**src/rtl/inmf_pkg.sv**
```systemverilog
// Shared types and constants for the impulse-noise neighbor-mean filter.
package inmf_pkg;

    localparam int PIXEL_BITS  = 8;
    localparam int ROW_BITS    = 12;
    localparam int HEIGHT_BITS = 13;
    localparam int FWIDTH_BITS = 12;
    localparam int MAX_HEIGHT  = 4096;
    localparam int MIN_SIZE    = 3;
    localparam int ADDR_BITS   = 4;
    localparam int DATA_BITS   = 32;
    localparam int SUM_BITS    = PIXEL_BITS + 3;

    localparam logic [FWIDTH_BITS-1:0] WIDTH_RESET  = FWIDTH_BITS'(1024);
    localparam logic [HEIGHT_BITS-1:0] HEIGHT_RESET = HEIGHT_BITS'(682);
    localparam logic [PIXEL_BITS-1:0]  DARK_RESET   = '0;
    localparam logic [PIXEL_BITS-1:0]  BRIGHT_RESET = '1;

    typedef enum logic [1:0] {
        REG_FRAME_WIDTH  = 2'd0,
        REG_FRAME_HEIGHT = 2'd1,
        REG_DARK_LEVEL   = 2'd2,
        REG_BRIGHT_LEVEL = 2'd3
    } reg_index_t;

    typedef struct packed {
        logic [FWIDTH_BITS-1:0] frame_width;
        logic [HEIGHT_BITS-1:0] frame_height;
        logic [PIXEL_BITS-1:0]  dark_level;
        logic [PIXEL_BITS-1:0]  bright_level;
    } cfg_t;

    typedef struct packed {
        logic [PIXEL_BITS-1:0] pixel_in;
        logic                  frame_start;
    } in_word_t;

    typedef struct packed {
        logic [PIXEL_BITS-1:0] pixel_out;
        logic                  replaced;
        logic                  frame_last;
    } out_word_t;

endpackage

```
**src/rtl/inmf_window.sv**
```systemverilog
// 3x3 window registers and the impulse test with eight-neighbor mean.
module inmf_window
    import inmf_pkg::*;
(
    input  logic                  clk,
    input  logic                  rst_n,
    input  logic                  shift_en,
    input  logic [PIXEL_BITS-1:0] up2,
    input  logic [PIXEL_BITS-1:0] up1,
    input  logic [PIXEL_BITS-1:0] pix,
    input  logic [PIXEL_BITS-1:0] dark_level,
    input  logic [PIXEL_BITS-1:0] bright_level,
    output logic [PIXEL_BITS-1:0] res_pix,
    output logic                  res_rep
);

    // index row*3 + col; row 0 oldest line, col 2 newest column
    logic [PIXEL_BITS-1:0] win_reg  [9];
    logic [PIXEL_BITS-1:0] win_next [9];
    logic [SUM_BITS-1:0]   sum;
    logic [PIXEL_BITS-1:0] centre;

    always_comb
    begin
        for (int k = 0; k < 3; k++)
        begin
            win_next[k*3]     = win_reg[k*3 + 1];
            win_next[k*3 + 1] = win_reg[k*3 + 2];
        end
        win_next[2] = up2;
        win_next[5] = up1;
        win_next[8] = pix;
    end

    always_ff @(posedge clk or negedge rst_n)
    begin
        if (!rst_n)
        begin
            for (int k = 0; k < 9; k++)
                win_reg[k] <= '0;
        end
        else if (shift_en)
        begin
            for (int k = 0; k < 9; k++)
                win_reg[k] <= win_next[k];
        end
    end

    assign centre = win_next[4];

    always_comb
    begin
        sum = (SUM_BITS'(win_next[0]) + SUM_BITS'(win_next[1]))
            + (SUM_BITS'(win_next[2]) + SUM_BITS'(win_next[3]))
            + (SUM_BITS'(win_next[5]) + SUM_BITS'(win_next[6]))
            + (SUM_BITS'(win_next[7]) + SUM_BITS'(win_next[8]));
        res_rep = (centre == dark_level) || (centre == bright_level);
        res_pix = res_rep ? sum[SUM_BITS-1:3] : centre;
    end

endmodule

```
**config.mk**
```make
export PLATFORM = sky130hd
export DESIGN_NAME = inmf_window
export DESIGN_NICKNAME = d
export VERILOG_FILES = /design/src/rtl/inmf_pkg.sv /design/src/rtl/inmf_window.sv
export SDC_FILE = /design/constraint.sdc
export NUM_CORES = 1
export LEC_CHECK = 0
export ABC_AREA = 1
export BUFFER_PORTS_ARGS = -buffer_cell sky130_fd_sc_hd__buf_4
export CAP_MARGIN = 20
export CORE_ASPECT_RATIO = 1.4
export CORE_MARGIN = 8
export CORE_UTILIZATION = 45
export DETAILED_ROUTE_END_ITERATION = 8
export PLACE_DENSITY = 0.69
export REMOVE_ABC_BUFFERS = 1
export SLEW_MARGIN = 20
export SYNTH_ARGS = -nofsm -noshare
export SYNTH_HDL_FRONTEND = slang
export SYNTH_SLANG_ARGS = --single-unit
export TNS_END_PERCENT = 100
```
**constraint.sdc**
```tcl
create_clock -name clk -period 4.7 [get_ports clk]
set_clock_uncertainty 0.1 [all_clocks]
set_input_delay 0 -clock clk [delete_from_list [all_inputs] [get_ports clk]]
set_output_delay 0 -clock clk [all_outputs]
set_load 0.01 [all_outputs]
```
==> results of run 1 <==
## cell type report
cell class	count	area [sq um]
clock buffer	5	125.1
clock inverter	3	18.77
fill	759	3533
inverter	131	491.7
multi-input combinational	255	2018
sequential	48	1201
tap	102	127.6
timing repair buffer	76	633.1
## state kept, by name, summed over array words and instances, names as in the netlist
name / flops
centre: 8
win_next: 40
## cell usage after synthesis, drive strengths merged
library cell / n
ha: 10
fa: 46
xor2: 2
nand2: 90
inv: 131
o21bai: 1
nand3: 13
dfrtp: 48
xnor2: 12
o21ai: 42
nor2: 19
or2: 1
buf: 6
nand3b: 2
clkbuf: 5
a21oi: 16
nand4: 1
## worst max-delay path: cells and delay by family
| kind | cells | cell delay, ns |
|---|---|---|
| adder cells (fa/ha/maj) | 5 | 2.43 |
| AO/OA/AOI/OAI | 1 | 0.21 |
| buffers and inverters | 7 | 0.97 |
| AND/OR/NAND/NOR | 4 | 0.52 |
## path summary, 6_finish.rpt
path	depth (start not counted)	slack, ns	from	endpoint
worst max register to register	2	3.77	centre[4]	centre[4]
worst min register to register	2	0.38	win_next[59]	win_next[67]
worst max-delay path	17	0.46	up2[4]	res_pix[2]
worst min-delay path	2	0.17	rst_n	win_next[18]
max in group asynchronous	2	3.92	rst_n	win_next[59]
min in group clk	2	0.20	shift_en	win_next[23]
## routing by layer
metal,GRT usage,vias to the layer above,wire length (microns)
li1,-,1428,-
met1,0.1471,1356,2845
met2,0.2573,38,4066
met3,0.02654,7,237
met4,0.04000,0,81
met5,0,-,0
## power by group
part | total (mW) | switching [mW] | internal (mW)
combinational | 1.58 | 0.939 | 0.637
clock | 0.357 | 0.160 | 0.196
sequential | 0.483 | 0.0280 | 0.455
## logic make-up (layout without fill, tap and decap cells)
group,Yosys count,in the layout,share of synthesized area
compound gates,59,59,0.08289
xor+xnor,14,14,0.03249
fa+ha+maj,56,56,0.2772
buf+inv,142,215,0.1469
flops,48,48,0.3183
simple gates,126,126,0.1422
==> run metrics, run 1 <==
status completed; GPL Wtd Cong 0.8251; Hold WS between 0.15 and 0.2 ns; Die Area approximately 12000 sq um; Final Hold Viols 0; fin util 0.5664; Area after DPL about 4200 sq um; vias ~2800; placed insts about 590; Final Max Tran Viols 0; CP Cell Sequence dlygate4sd3_1 -> buf_4 -> inv_1 -> fa_1 -> inv_1 -> fa_1 -> fa_1 -> inv_1 -> fa_1 -> inv_1 -> ha_1 -> a21oi_1 -> nand2_1 -> or2_2 -> nand3_2 -> nand2_1 -> buf_4; vias in the first global route between 3000 and 4000; setup ws final about 0.46 ns; CTS Root Cell clkbuf_16; worst IR drop on VDD approximately 0.41 mV; Vias/cell approximately 4.6; worst-path fanout max 4; synthesized flop and latch total 48; layout cell share with drive strength beyond 1 0.1448; commonest non-fill, non-tap cell in the layout inv_1; Synth-to-Final Area Change 22.31%; Synth top area share 0.3183; core box area a little over 8000 sq um; Max clock buf depth 2; unrepaired setup endpoints after global routing no; largest net degree at the start of global routing between 90 and 100; overall routing resource usage 0.1371; CTS Hold Bufs 25; drt total wl between 7000 and 8000 microns; Die Height about 120 microns; CTS clk-pin slew, worst paths approximately 0.060 ns; final worst-path cycle share 0.9029; CP Capture Type output port; CTS tree built; diode count 0; I/O pin count 52; clk sinks 48; CP startpoint kind input pin; worst skew pair latency approximately 0.29 ns; Mapped Avg Cell Area between 8 and 9 sq um; Ys Warns 0; post-cts resize count 0; synthesized area 3774 sq um; Die W 93.40 microns; Residual DRC 0; Seq/Total Area, Yosys 0.3183; Leakage about 2.5 nW; worst slew margin relative to its limit 0.4602; antenna violations before repair 0; final cell count without fillers 620; largest area contributor in the netlist dfrtp_1; input/output buffers between 50 and 60; Max Cap Viol 0; CP max stage delay 0.54 ns; total power between 2 and 2.5 mW; min Tclk post-route roughly 4.2 ns; nets@finish between 600 and 700; number of CTS-inserted buffers 5; CP arrival roughly 4.1 ns; row cnt 39; First DRT Iteration DRCs 97; largest cells by area after synthesis dfrtp_1, fa_1, inv_1; DRT antenna net count 0; highest attainable clock frequency roughly 0.24 GHz; wire length per cell about 12 microns; drt first pass iters 4; worst endpoint required time between 4 and 5 ns; initial core utilization 0.4631; commonest cells after routing, fill and taps aside inv_1, nand2_1, buf_4; Post-CTS Setup Bufs 0; detailed placement HPWL ~5600 microns; Worst Max-Slew Pin Slew between 0.8 and 0.9 ns; PwrDens approximately 520 nW/um^2; min-delay worst type in -> async; Setup CP Type in -> out; setup TNS 0 ns; pre-CTS WS 0.7695 ns; Gate Count Post-Synth approximately 450; first-pass GRT wire length 13020 microns; Critical-path top delay cell fa_1; distinct cell type count after synthesis 24; post-route cell area around 4600 sq um; grt ovf 0; Final setup viols 0; H-tree Lvls 2
Note: power is estimated with default switching activity, not from simulation.
==> run 2: changes to the inputs <==
--- a/config.mk
+++ b/config.mk
@@ -10,10 +10,11 @@
 export CAP_MARGIN = 20
 export CORE_ASPECT_RATIO = 1.4
 export CORE_MARGIN = 8
-export CORE_UTILIZATION = 45
+export CORE_UTILIZATION = 53
 export DETAILED_ROUTE_END_ITERATION = 8
-export PLACE_DENSITY = 0.69
+export PLACE_DENSITY = 0.78
 export REMOVE_ABC_BUFFERS = 1
+export SKIP_CTS_REPAIR_TIMING = 1
 export SLEW_MARGIN = 20
 export SYNTH_ARGS = -nofsm -noshare
 export SYNTH_HDL_FRONTEND = slang
==> run 2 against run 1 <==
Cell area decreased by 0.52%. Clock power decreased by 2%. Largest power group unchanged. Wire length increased by 3.1%. Critical endpoint is now res_pix[5]. Sequential cell count unchanged. Hold slack got worse by 0.029 ns. Global-route usage increased by 1.8 points. Combinational power about the same.
==> run metrics, run 2 (same netlist as run 1, synthesis figures left out) <==
setup ws final 0.4582 ns (+0.001958 ns); status completed; I/O pin count 52 (unchanged); commonest non-fill, non-tap cell in the layout inv_1; placed insts 580 (-1.2%); min-delay worst type in -> async; pre-CTS WS 0.7838 ns (+0.01430 ns); initial core utilization 0.5440 (+0.08094); RR Startpoint centre[4]; diode count 0 (unchanged); CP startpoint kind flip-flop; worst endpoint required time 4.60 ns (about the same); drt first pass iters 4 (unchanged); final worst-path cycle share 0.9025 (about the same); vias 2832 (+0.11%); First DRT Iteration DRCs 89 (-8.2%); CTS Root Cell clkbuf_8; final cell count without fillers 612 (-1.3%); Die W 87.32 microns (-6.5%); Max clock buf depth 2 (unchanged); GPL Wtd Cong 0.8209 (-0.51%); fin util 0.6620 (+0.09557); worst slew margin relative to its limit 0.4725 (+0.01231); PwrDens 528.3 nW/um^2 (+0.93%); core box area 6937 sq um (-15%); first-pass GRT wire length 12450 microns (-4.4%); drt total wl 7457 microns (+3.1%); number of CTS-inserted buffers 5 (unchanged); total power 2.426 mW (+0.41%); Die Area 10110 sq um (-13%); highest attainable clock frequency 0.2358 GHz (about the same); Setup CP Type reg -> out; unrepaired setup endpoints after global routing no; WP buf/inv 4 (-3); CP Capture Type output port; CTS tree built; Final Max Tran Viols 0 (unchanged); CP max stage delay 0.55 ns (about the same); grt ovf 0 (unchanged); min Tclk post-route 4.242 ns (-0.001958 ns); Residual DRC 0 (unchanged); antenna violations before repair 0 (unchanged); overall routing resource usage 0.1548 (+0.01771); worst IR drop on VDD 0.4481 mV (+10%); Worst Max-Slew Pin Slew 0.7912 ns (-0.01847 ns); Final setup viols 0 (unchanged); row cnt 36 (-7.7%); max reg flops 40 (unchanged); DRT antenna net count 0 (unchanged); CP top delay family adder cells; Critical Path Start win_next[10]; setup TNS 0 ns (unchanged); Die Height 115.8 microns (-6.8%); vias in the first global route 2976 (-1.4%); Final Hold Viols 0 (unchanged); Leakage 2.459 nW (-0.38%); worst skew pair latency 0.31 ns (+0.02 ns); CP Cell Sequence inv_1 -> fa_1 -> inv_1 -> fa_1 -> fa_1 -> inv_1 -> fa_1 -> a21oi_1 -> fa_1 -> nand3_1 -> nand2_1 -> nand2_1 -> nand2_1 -> nand2_1 -> nand3_2 -> nand2_1 -> buf_4; worst-path fanout max 3 (-1); Synth-to-Final Area Change 21.68%; H-tree Lvls 2 (unchanged); CP arrival 4.14 ns (about the same); CTS clk-pin slew, worst paths 0.09 ns (+0.03 ns); Critical-path top delay cell fa_1; commonest cells after routing, fill and taps aside inv_1, nand2_1, buf_4; nets@finish 616 (unchanged); input/output buffers 51 (unchanged); Vias/cell 4.627 (+1.4%); largest net degree at the start of global routing 97 (unchanged); detailed placement HPWL 5750 microns (+2.3%); layout cell share with drive strength beyond 1 0.1431 (-0.001654); wire length per cell 12.18 microns (+4.5%); Max Cap Viol 0 (unchanged); clk sinks 48 (unchanged)
run 2: path summary, 6_finish.rpt:
check,to,slack [ns],cells past startpoint
worst max-delay path,res_pix[5],0.46,17
worst min-delay path,win_next[67],0.14,2
worst max register to register,centre[4],3.79,2
worst min register to register,win_next[22],0.39,2
max in group asynchronous,win_next[23],3.94,2
min in group clk,win_next[15],0.19,3
run 2: metal layers:
| layer | vias up | GRT usage | wire, microns |
|---|---|---|---|
| met2 | 37 | 0.2977 | 4279 |
| li1 | 1425 | - | - |
| met4 | 0 | 0.06106 | 150 |
| met1 | 1360 | 0.1562 | 2815 |
| met3 | 10 | 0.03123 | 211 |
| met5 | - | 0 | 0 |
run 2: per-stage QoR:
stage,area [sq um],hold slack [ns]
final,4592,0.1395
after floorplan,3711,-0.3956
after CTS,4342,-0.3769
after detailed placement,4213,-0.03762
after global placement,4213,-0.04301
after global routing,4592,0.2199
run 2: worst register-to-register path, cell delays in order (launching register included):
cell	delay, ns
dfrtp_1	0.49
nor2_1	0.14
a21oi_1	0.05
run 2: final cells by class:
cell class                 count  area (sq um)
fill                         604          2345
inverter                     131         491.7
sequential                    48          1201
tap                           95         118.9
timing repair buffer          76         633.1
clock inverter                 2         60.06
clock buffer                   5         68.82
multi-input combinational    255          2018
run 2: report_power, final:
part	internal (mW)	switching [mW]	leakage (nW)
Clock	0.209	0.141	0.0642
Combinational	0.640	0.953	1.82
Sequential	0.454	0.0277	0.578
