--- src/rtl/inmf_pkg.sv ---
// Shared types and constants for the impulse-noise neighbor-mean filter.
package inmf_pkg;

    localparam int PIXEL_BITS  = 8;
    localparam int ROW_BITS    = 12;
    localparam int HEIGHT_BITS = 13;
    localparam int FWIDTH_BITS = 12;
    localparam int MAX_HEIGHT  = 4096;
    localparam int MIN_SIZE    = 3;
    localparam int ADDR_BITS   = 4;
    localparam int DATA_BITS   = 32;
    localparam int SUM_BITS    = PIXEL_BITS + 3;

    localparam logic [FWIDTH_BITS-1:0] WIDTH_RESET  = FWIDTH_BITS'(1024);
    localparam logic [HEIGHT_BITS-1:0] HEIGHT_RESET = HEIGHT_BITS'(682);
    localparam logic [PIXEL_BITS-1:0]  DARK_RESET   = '0;
    localparam logic [PIXEL_BITS-1:0]  BRIGHT_RESET = '1;

    typedef enum logic [1:0] {
        REG_FRAME_WIDTH  = 2'd0,
        REG_FRAME_HEIGHT = 2'd1,
        REG_DARK_LEVEL   = 2'd2,
        REG_BRIGHT_LEVEL = 2'd3
    } reg_index_t;

    typedef struct packed {
        logic [FWIDTH_BITS-1:0] frame_width;
        logic [HEIGHT_BITS-1:0] frame_height;
        logic [PIXEL_BITS-1:0]  dark_level;
        logic [PIXEL_BITS-1:0]  bright_level;
    } cfg_t;

    typedef struct packed {
        logic [PIXEL_BITS-1:0] pixel_in;
        logic                  frame_start;
    } in_word_t;

    typedef struct packed {
        logic [PIXEL_BITS-1:0] pixel_out;
        logic                  replaced;
        logic                  frame_last;
    } out_word_t;

endpackage

--- src/rtl/inmf_regs.sv ---
// Configuration register bank on an APB-style port.
module inmf_regs
    import inmf_pkg::*;
(
    input  logic                 clk,
    input  logic                 rst_n,
    input  logic                 psel,
    input  logic                 penable,
    input  logic                 pwrite,
    input  logic [ADDR_BITS-1:0] paddr,
    input  logic [DATA_BITS-1:0] pwdata,
    output logic [DATA_BITS-1:0] prdata,
    output logic                 pready,
    output cfg_t                 cfg
);

    cfg_t       cfg_reg;
    reg_index_t index;
    logic       wr_en;

    assign index  = reg_index_t'(paddr[ADDR_BITS-1:2]);
    assign wr_en  = psel && penable && pwrite;
    assign pready = 1'b1;
    assign cfg    = cfg_reg;

    always_ff @(posedge clk or negedge rst_n)
    begin
        if (!rst_n)
        begin
            cfg_reg.frame_width  <= WIDTH_RESET;
            cfg_reg.frame_height <= HEIGHT_RESET;
            cfg_reg.dark_level   <= DARK_RESET;
            cfg_reg.bright_level <= BRIGHT_RESET;
        end
        else if (wr_en)
        begin
            unique case (index)
                REG_FRAME_WIDTH:  cfg_reg.frame_width  <= pwdata[FWIDTH_BITS-1:0];
                REG_FRAME_HEIGHT: cfg_reg.frame_height <= pwdata[HEIGHT_BITS-1:0];
                REG_DARK_LEVEL:   cfg_reg.dark_level   <= pwdata[PIXEL_BITS-1:0];
                REG_BRIGHT_LEVEL: cfg_reg.bright_level <= pwdata[PIXEL_BITS-1:0];
            endcase
        end
    end

    always_comb
    begin
        unique case (index)
            REG_FRAME_WIDTH:  prdata = DATA_BITS'(cfg_reg.frame_width);
            REG_FRAME_HEIGHT: prdata = DATA_BITS'(cfg_reg.frame_height);
            REG_DARK_LEVEL:   prdata = DATA_BITS'(cfg_reg.dark_level);
            REG_BRIGHT_LEVEL: prdata = DATA_BITS'(cfg_reg.bright_level);
        endcase
    end

endmodule

--- config.mk ---
export PLATFORM = sky130hd
export DESIGN_NAME = inmf_regs
export DESIGN_NICKNAME = d
export VERILOG_FILES = /design/src/rtl/inmf_pkg.sv /design/src/rtl/inmf_regs.sv
export SDC_FILE = /design/constraint.sdc
export NUM_CORES = 1
export LEC_CHECK = 0
export BUFFER_PORTS_ARGS = -buffer_cell sky130_fd_sc_hd__buf_2
export CAP_MARGIN = 20
export CORE_AREA = 2 2 58 82
export CTS_BUF_LIST = sky130_fd_sc_hd__clkbuf_8
export CTS_CLUSTER_SIZE = 14
export DETAILED_ROUTE_END_ITERATION = 16
export DIE_AREA = 0 0 60 84
export PLACE_DENSITY_LB_ADDON = 0.12
export SLEW_MARGIN = 20
export SYNTH_ARGS = -nofsm -noshare
export SYNTH_HDL_FRONTEND = slang
export SYNTH_SLANG_ARGS = --single-unit
export TNS_END_PERCENT = 50
--- constraint.sdc ---
create_clock -name clk -period 2.7 [get_ports clk]
set_input_delay 0.27 -clock clk [delete_from_list [all_inputs] [get_ports clk]]
set_output_delay 0.27 -clock clk [all_outputs]
set_load 0.005 [all_outputs]
==> results of run 1 <==
## path summary, 6_finish.rpt
| kind | start | end | slack (ns) | depth (start not counted) |
|---|---|---|---|---|
| max reg2reg | cfg[31]$_DFFE_PN0P_ | cfg[31]$_DFFE_PN0P_ | 1.91 | 1 |
| min reg2reg | cfg[32]$_DFFE_PN0P_ | cfg[32]$_DFFE_PN0P_ | 0.53 | 1 |
| min in group clk | pwdata[12] | cfg[28]$_DFFE_PN0P_ | 0.21 | 2 |
| min | rst_n | cfg[37]$_DFFE_PN0P_ | 0.1 | 1 |
| max in group asynchronous | rst_n | cfg[33]$_DFFE_PN0P_ | 2.04 | 1 |
| max | paddr[2] | prdata[2] | 1.02 | 3 |
## worst max-delay path, stage by stage
cell and delay (ns):
buf_2 0.42, mux4_2 0.57, buf_2 0.14
## placed cells by master (no fill, tap or decap)
master     instances
nor2_2             1
mux2i_1            4
nand2_1            1
mux2_2            33
nor2_1             4
nor3b_2            1
clkinv_2           1
buf_4              3
buf_2             73
dfrtp_1           27
mux2_4             8
dfstp_2           14
bufinv_16          1
mux4_2             8
and3b_1            1
nand3_2            1
nor3_2             1
clkbuf_8           5
conb_1            20
or3b_1             1
## cells by family after synthesis
group / count (synthesis)
other: 2
DFF: 41
muxes: 53
and+or+nand+nor: 11
buffers and inverters: 27
## power breakdown
part,switching [mW],internal (mW),total (mW)
registers,0.108,0.794,0.902
clock network,0.203,0.269,0.472
logic,0.185,0.309,0.494
## final cells by class
type                    instances  area [um^2]  share of cell area
repair buffers                 76          388               0.157
clock inverters                 2         35.0              0.0142
flip-flops and latches         41         1040               0.422
multi-input cells              84          862               0.348
well taps                      62         77.6              0.0313
clock buffers                   5         68.8              0.0278
## stage by stage
stage,total power [mW],hold WS [ns],cell area (um^2),utilization
floorplan,1.17,-0.0256,2100,-
global placement,1.39,0.427,2370,0.540
detailed placement,1.42,0.442,2370,0.540
CTS,1.89,0.124,2470,0.564
global route,1.97,0.169,2470,0.564
finish,1.87,0.0962,2470,0.564
## cells in the mapped netlist
cell type	instances
and3b_1	1
buf_2	1
buf_4	23
buf_6	2
clkbuf_1	1
conb_1	2
dfrtp_1	27
dfstp_2	14
mux2_2	33
mux2_4	8
mux2i_1	4
mux4_2	8
nand2_1	1
nand3_2	1
nor2_1	4
nor2_2	1
nor3_1	1
nor3b_2	1
or3b_1	1
## metal layers
layer / vias to the layer above / part of all wire / global-route usage
met1: 677 / 0.39 / 0.216
met3: 4 / 0.057 / 0.0465
met5: - / 0 / 0
li1: 584 / - / -
met2: 52 / 0.54 / 0.304
met4: 0 / 0.0091 / 0.0566
==> results by group, run 1 <==
Outcome
  • Outcome: finished clean

Placement
  • Routability congestion estimate: 0.735
  • IO buf count: 73
  • Pre-CTS setup slack: 0.853 ns
  • Sum of net half-perimeters after detailed placement: between 3000 and 4000 um
  • Total placed cells including tap cells: 263

Worst setup path
  • Critical path data required time: 2.43 ns
  • Max Fanout on Critical Path: 17
  • Launching element type of the critical path: input port
  • Type of the worst setup path: in -> out
  • Worst endpoint data arrival time: 1.41 ns
  • Element type at the critical path end: output pin

Yosys
  • Gate Count Post-Synth: 134
  • Seq/Total Area, Yosys: 0.512
  • Register bit total from synthesis: 41
  • Dominant cell type by area after synthesis: dfrtp_1
  • Post-synthesis adder-cell area fraction: 0
  • Cell area after synthesis: 2040 um^2
  • Syn avg cell area: approximately 15 um^2
  • Cell types occupying the most area after synthesis: dfrtp_1 33%, mux2_2 18%, dfstp_2 18%, mux4_2 8.8%, buf_4 8.5%
  • Xor and xnor fraction of the mapped netlist area: 0
  • Synth warn: 0
  • Main combinational cell family by area after synthesis: multiplexers
  • Yosys cell types: 19
  • Multiplexer area fraction after synthesis: 0.350
  • Post-synthesis share of cell area spent on and, or, nand and nor gates: 0.0344
  • Synth Area in Compound Gates: 0
  • Top cell type's share of synthesized area: 0.332

Floorplan
  • Die Span Y: 84 um
  • Area enclosed by the die boundary: between 5000 and 6000 um^2
  • Initial standard-cell utilization of the core: 0.464
  • Number of rows in the core area: 29
  • Standard cell core area: 4390 um^2
  • Die X: 60 um
  • I/O Pins: around 120

Route
  • Routed length per placed instance: 16.2 um
  • Number of remaining DRC errors: 0
  • Vias per cell: 4.88
  • DR vias: 1317
  • DRT Wirelength: between 4000 and 5000 um
  • Residual antenna-violating net count after detailed routing: 0
  • Number of iterations in the first detailed-routing pass: 3
  • Drt initial violations: 26

Clock tree
  • CTS root buf: clkbuf_8
  • CTS clock-pin slew for the worst setup and hold paths: approximately 0.070 ns
  • # H-tree levels: 2
  • TritonCTS sink count: 41
  • Post-CTS setup repair buffer count: 0
  • Source-to-sink clock delay at the later pin of the worst-skew pair: 0.29 ns
  • Buffers from clock root to sink, at most: 2
  • Total of cells resized after clock tree synthesis: 0
  • TritonCTS Buffers: 5
  • TritonCTS clock tree: done
  • CTS Hold Bufs: 0

Timing
  • Shortest clock period the worst path allows after layout: 1.68 ns
  • Maximum frequency from static timing analysis: 596 MHz
  • Endpoints failing hold: 0
  • Pins over their slew limit: 0
  • Post-route setup slack: around 1.0 ns
  • Final total negative setup slack: 0 ns
  • Actual slew at the worst max-slew pin: a little under 0.9 ns
  • Worst-case headroom to the max-slew limit: 0.403
  • RSZ-0062 raised after global routing: false
  • Final setup viols: 0
  • Final setup skew: 0 ns
  • Post-route fraction of the period consumed by the critical path: 0.621

Power and ir drop
  • Worst IR drop on VDD: 451 uV
  • Pwr dens: between 700 and 800 nW/um^2
  • LEAKAGE: 1.24 nW

Cells and area
  • Antenna fix cells: 0
  • Number of flip-flops under the largest register name: 41
  • Fraction of layout instances using a drive strength above 1: 0.721
  • Layout area overhead: 21.5%
  • Number of standard cells in the final layout excluding fillers: 270
  • Final nets: between 200 and 250
  • Layout filler cell count: approximately 390

Run
  • Max Cap Violations: 0

Global routing
  • Pin count of the biggest net entering global routing: 42
  • Overall Global Routing Usage: 0.180
  • Via count of the first global-routing pass: approximately 1300
  • First-pass GRT wire length: 6660 um
  • Congestion Overflow GR: 0
  • Initial antenna violation count: 0

Min path
  • Classification of the worst-slack hold path: in -> async
(Power assumes the default switching activity.)
==> inputs of run 2 (changes only) <==
--- a/config.mk
+++ b/config.mk
@@ -7,11 +7,11 @@
 export LEC_CHECK = 0
 export BUFFER_PORTS_ARGS = -buffer_cell sky130_fd_sc_hd__buf_2
 export CAP_MARGIN = 20
-export CORE_AREA = 2 2 58 82
+export CORE_AREA = 2 2 60 84
 export CTS_BUF_LIST = sky130_fd_sc_hd__clkbuf_8
 export CTS_CLUSTER_SIZE = 14
 export DETAILED_ROUTE_END_ITERATION = 16
-export DIE_AREA = 0 0 60 84
+export DIE_AREA = 0 0 62 86
 export PLACE_DENSITY_LB_ADDON = 0.12
 export SLEW_MARGIN = 20
 export SYNTH_ARGS = -nofsm -noshare
==> constraint.sdc (replaced) <==
create_clock -name clk -period 1.6 [get_ports clk]
set_input_delay 0.16 -clock clk [delete_from_list [all_inputs] [get_ports clk]]
set_output_delay 0.16 -clock clk [all_outputs]
set_load 0.005 [all_outputs]
==> run 2 against run 1 <==
Net effect: utilization increased by 0.57 points; worst setup slack got worse by 0.92 ns; cell area increased by 4.3%; clock-buffer cell count unchanged; sequential share of layout area decreased by 1.8 points; clock power increased by 100%; sequential cell count unchanged; die area increased by 5.8%; first-iteration DRC count increased by 12%; critical path type is now reg -> out; largest cell class unchanged; largest power group unchanged.
==> results by group, run 2 (same netlist as run 1, synthesis figures left out) <==
Clock tree
  • Post-CTS setup repair buffer count: 0 (unchanged)
  • TritonCTS clock tree: done
  • Source-to-sink clock delay at the later pin of the worst-skew pair: 0.28 ns (about the same)
  • Total of cells resized after clock tree synthesis: 0 (unchanged)
  • CTS root buf: clkbuf_8
  • # H-tree levels: 2 (unchanged)
  • Buffers from clock root to sink, at most: 2 (unchanged)
  • TritonCTS Buffers: 5 (unchanged)
  • TritonCTS sink count: 41 (unchanged)
  • CTS clock-pin slew for the worst setup and hold paths: 0.08 ns (about the same)

Placement
  • IO buf count: 73 (unchanged)
  • Routability congestion estimate: 0.732 (-0.46%)
  • Area post-placement: 2440 um^2 (+2.8%)
  • Pre-CTS setup slack: 0.167 ns (-0.687 ns)
  • Total placed cells including tap cells: 272 (+3.4%)
  • Sum of net half-perimeters after detailed placement: 3340 um (+5.8%)

Timing
  • Maximum frequency from static timing analysis: around 670 MHz
  • Final setup skew: 0 ns (unchanged)
  • Pins over their slew limit: 0 (unchanged)
  • Final setup viols: 0 (unchanged)
  • Post-route fraction of the period consumed by the critical path: 0.936
  • Post-route setup slack: 0.103 ns (-0.919 ns)
  • Worst-case headroom to the max-slew limit: 0.657 (+0.254)
  • Endpoints failing hold: 0 (unchanged)
  • Actual slew at the worst max-slew pin: 0.514 ns (-0.381 ns)
  • Final total negative setup slack: 0 ns (unchanged)
  • Shortest clock period the worst path allows after layout: 1.50 ns
  • RSZ-0062 raised after global routing: false

Worst setup path
  • Max Fanout on Critical Path: 3 (-14)
  • Capture point of the worst reg-to-reg path: cfg[13]$_DFFE_PN0P_
  • R2R setup slack: 0.79 ns (-1.12 ns)
  • Element type at the critical path end: output pin
  • Launching element type of the critical path: flip-flop
  • Startpoint of the lowest-slack register-to-register path: cfg[13]$_DFFE_PN0P_
  • Worst endpoint data arrival time: 1.34 ns (-0.07 ns)
  • Critical path data required time: 1.44 ns (-0.99 ns)
  • Type of the worst setup path: reg -> out
  • R2R cell count: 1 (unchanged)

Floorplan
  • Number of rows in the core area: 29 (unchanged)
  • Standard cell core area: 4540 um^2 (+3.3%)
  • Area enclosed by the die boundary: 5330 um^2 (+5.8%)
  • Initial standard-cell utilization of the core: 0.449 (-0.0148)
  • Die Span Y: 86 um (+2.4%)
  • I/O Pins: 115 (unchanged)
  • Die X: 62 um (+3.3%)

Cells and area
  • Commonest non-fill, non-tap cells in the layout: 73 x buf_2, 33 x mux2_2, 27 x dfrtp_1
  • Number of standard cells in the final layout excluding fillers: 281 (+4.1%)
  • Antenna fix cells: 0 (unchanged)
  • End-of-flow core utilization: 0.569 (+0.00569)
  • Layout filler cell count: 401 (+4.2%)
  • Fraction of layout instances using a drive strength above 1: 0.731 (+0.00944)
  • Number of flip-flops under the largest register name: 41 (unchanged)
  • Layout area overhead: 26.8%
  • Final instance area: 2580 um^2 (+4.3%)
  • Leading cell type in the layout, fill and taps excluded: buf_2
  • Final nets: 259 (+4.0%)

Min path
  • Classification of the worst-slack hold path: in -> reg
  • Worst min-delay path endpoint: cfg[40]$_DFFE_PN0P_
  • Hold Crit Depth: 2
  • Hold_sp: pwdata[11]

Route
  • Routed length per placed instance: 16.0 um (-1.6%)
  • Drt initial violations: 29 (+12%)
  • DR vias: 1322 (+0.38%)
  • DRT Wirelength: 4490 um (+2.4%)
  • Residual antenna-violating net count after detailed routing: 0 (unchanged)
  • Vias per cell: 4.70 (-3.5%)
  • Number of iterations in the first detailed-routing pass: 2 (-1)
  • Number of remaining DRC errors: 0 (unchanged)

Global routing
  • Via count of the first global-routing pass: 1376 (+7.9%)
  • Pin count of the biggest net entering global routing: 42 (unchanged)
  • Overall Global Routing Usage: 0.180 (about the same)
  • Congestion Overflow GR: 0 (unchanged)
  • First-pass GRT wire length: 6990 um (+5.0%)
  • Initial antenna violation count: 0 (unchanged)

Power and ir drop
  • LEAKAGE: 1.30 nW (+5.0%)
  • Pwr dens: 1290 nW/um^2 (+71%)
  • Worst IR drop on VDD: 728 uV (+61%)

Run
  • Max Cap Violations: 0 (unchanged)

Outcome
  • Outcome: finished clean
[run 2: worst max-delay path by stage]
stage                         from                   to  slack [ns]  cells after the start
2_1_floorplan             paddr[3]  cfg[31]$_DFFE_PN0P_        0.31                      4
3_3_place_gp              paddr[2]            prdata[6]        0.19                      4
3_5_place_dp              paddr[2]            prdata[5]        0.17                      4
4_1_cts        cfg[13]$_DFFE_PN0P_            prdata[5]        0.10                      2
5_1_grt        cfg[13]$_DFFE_PN0P_            prdata[5]        0.07                      2
6_report       cfg[13]$_DFFE_PN0P_            prdata[5]        0.10                      2
[run 2: repair_timing]
action / CTS / global route
hold buffers: 1 / 0
setup endpoints to repair: 0 / 0
hold endpoints to repair: 27 / 0
[run 2: critical path: stages (launching register included)]
cell     delay (ns)
dfrtp_1        0.43
mux4_2         0.48
buf_2          0.15
[run 2: final cells by class]
cell class / count / area, um^2 / share of cell area
tap: 62 / 77.6 / 0.0300
clock buffer: 5 / 68.8 / 0.0266
sequential: 41 / 1040 / 0.404
multi-input combinational: 84 / 862 / 0.334
timing repair buffer: 86 / 465 / 0.180
clock inverter: 3 / 65.1 / 0.0252
[run 2: metrics by stage]
| step | total power, mW | hold WS [ns] |
|---|---|---|
| after detailed placement | 2.40 | 0.249 |
| after global placement | 2.36 | 0.240 |
| after global routing | 3.53 | 0.106 |
| final | 3.34 | 0.107 |
| after CTS | 3.38 | 0.0978 |
| after floorplan | 1.98 | -0.136 |
[run 2: per-layer routing]
metal	global-route usage	up-vias	wire (um)	part of all wire
met5	0	-	0	0
li1	-	599	-	-
met3	0.0543	5	319	0.071
met2	0.302	58	2380	0.53
met4	0.0406	0	36	0.0080
met1	0.221	660	1750	0.39
[run 2: report_power, final]
group / internal (mW) / leakage [nW] / switching (mW) / total [mW]
logic: 0.534 / 0.751 / 0.319 / 0.853
clock network: 0.619 / 0.0681 / 0.346 / 0.965
registers: 1.34 / 0.478 / 0.181 / 1.52
total: 2.49 / 1.30 / 0.846 / 3.34
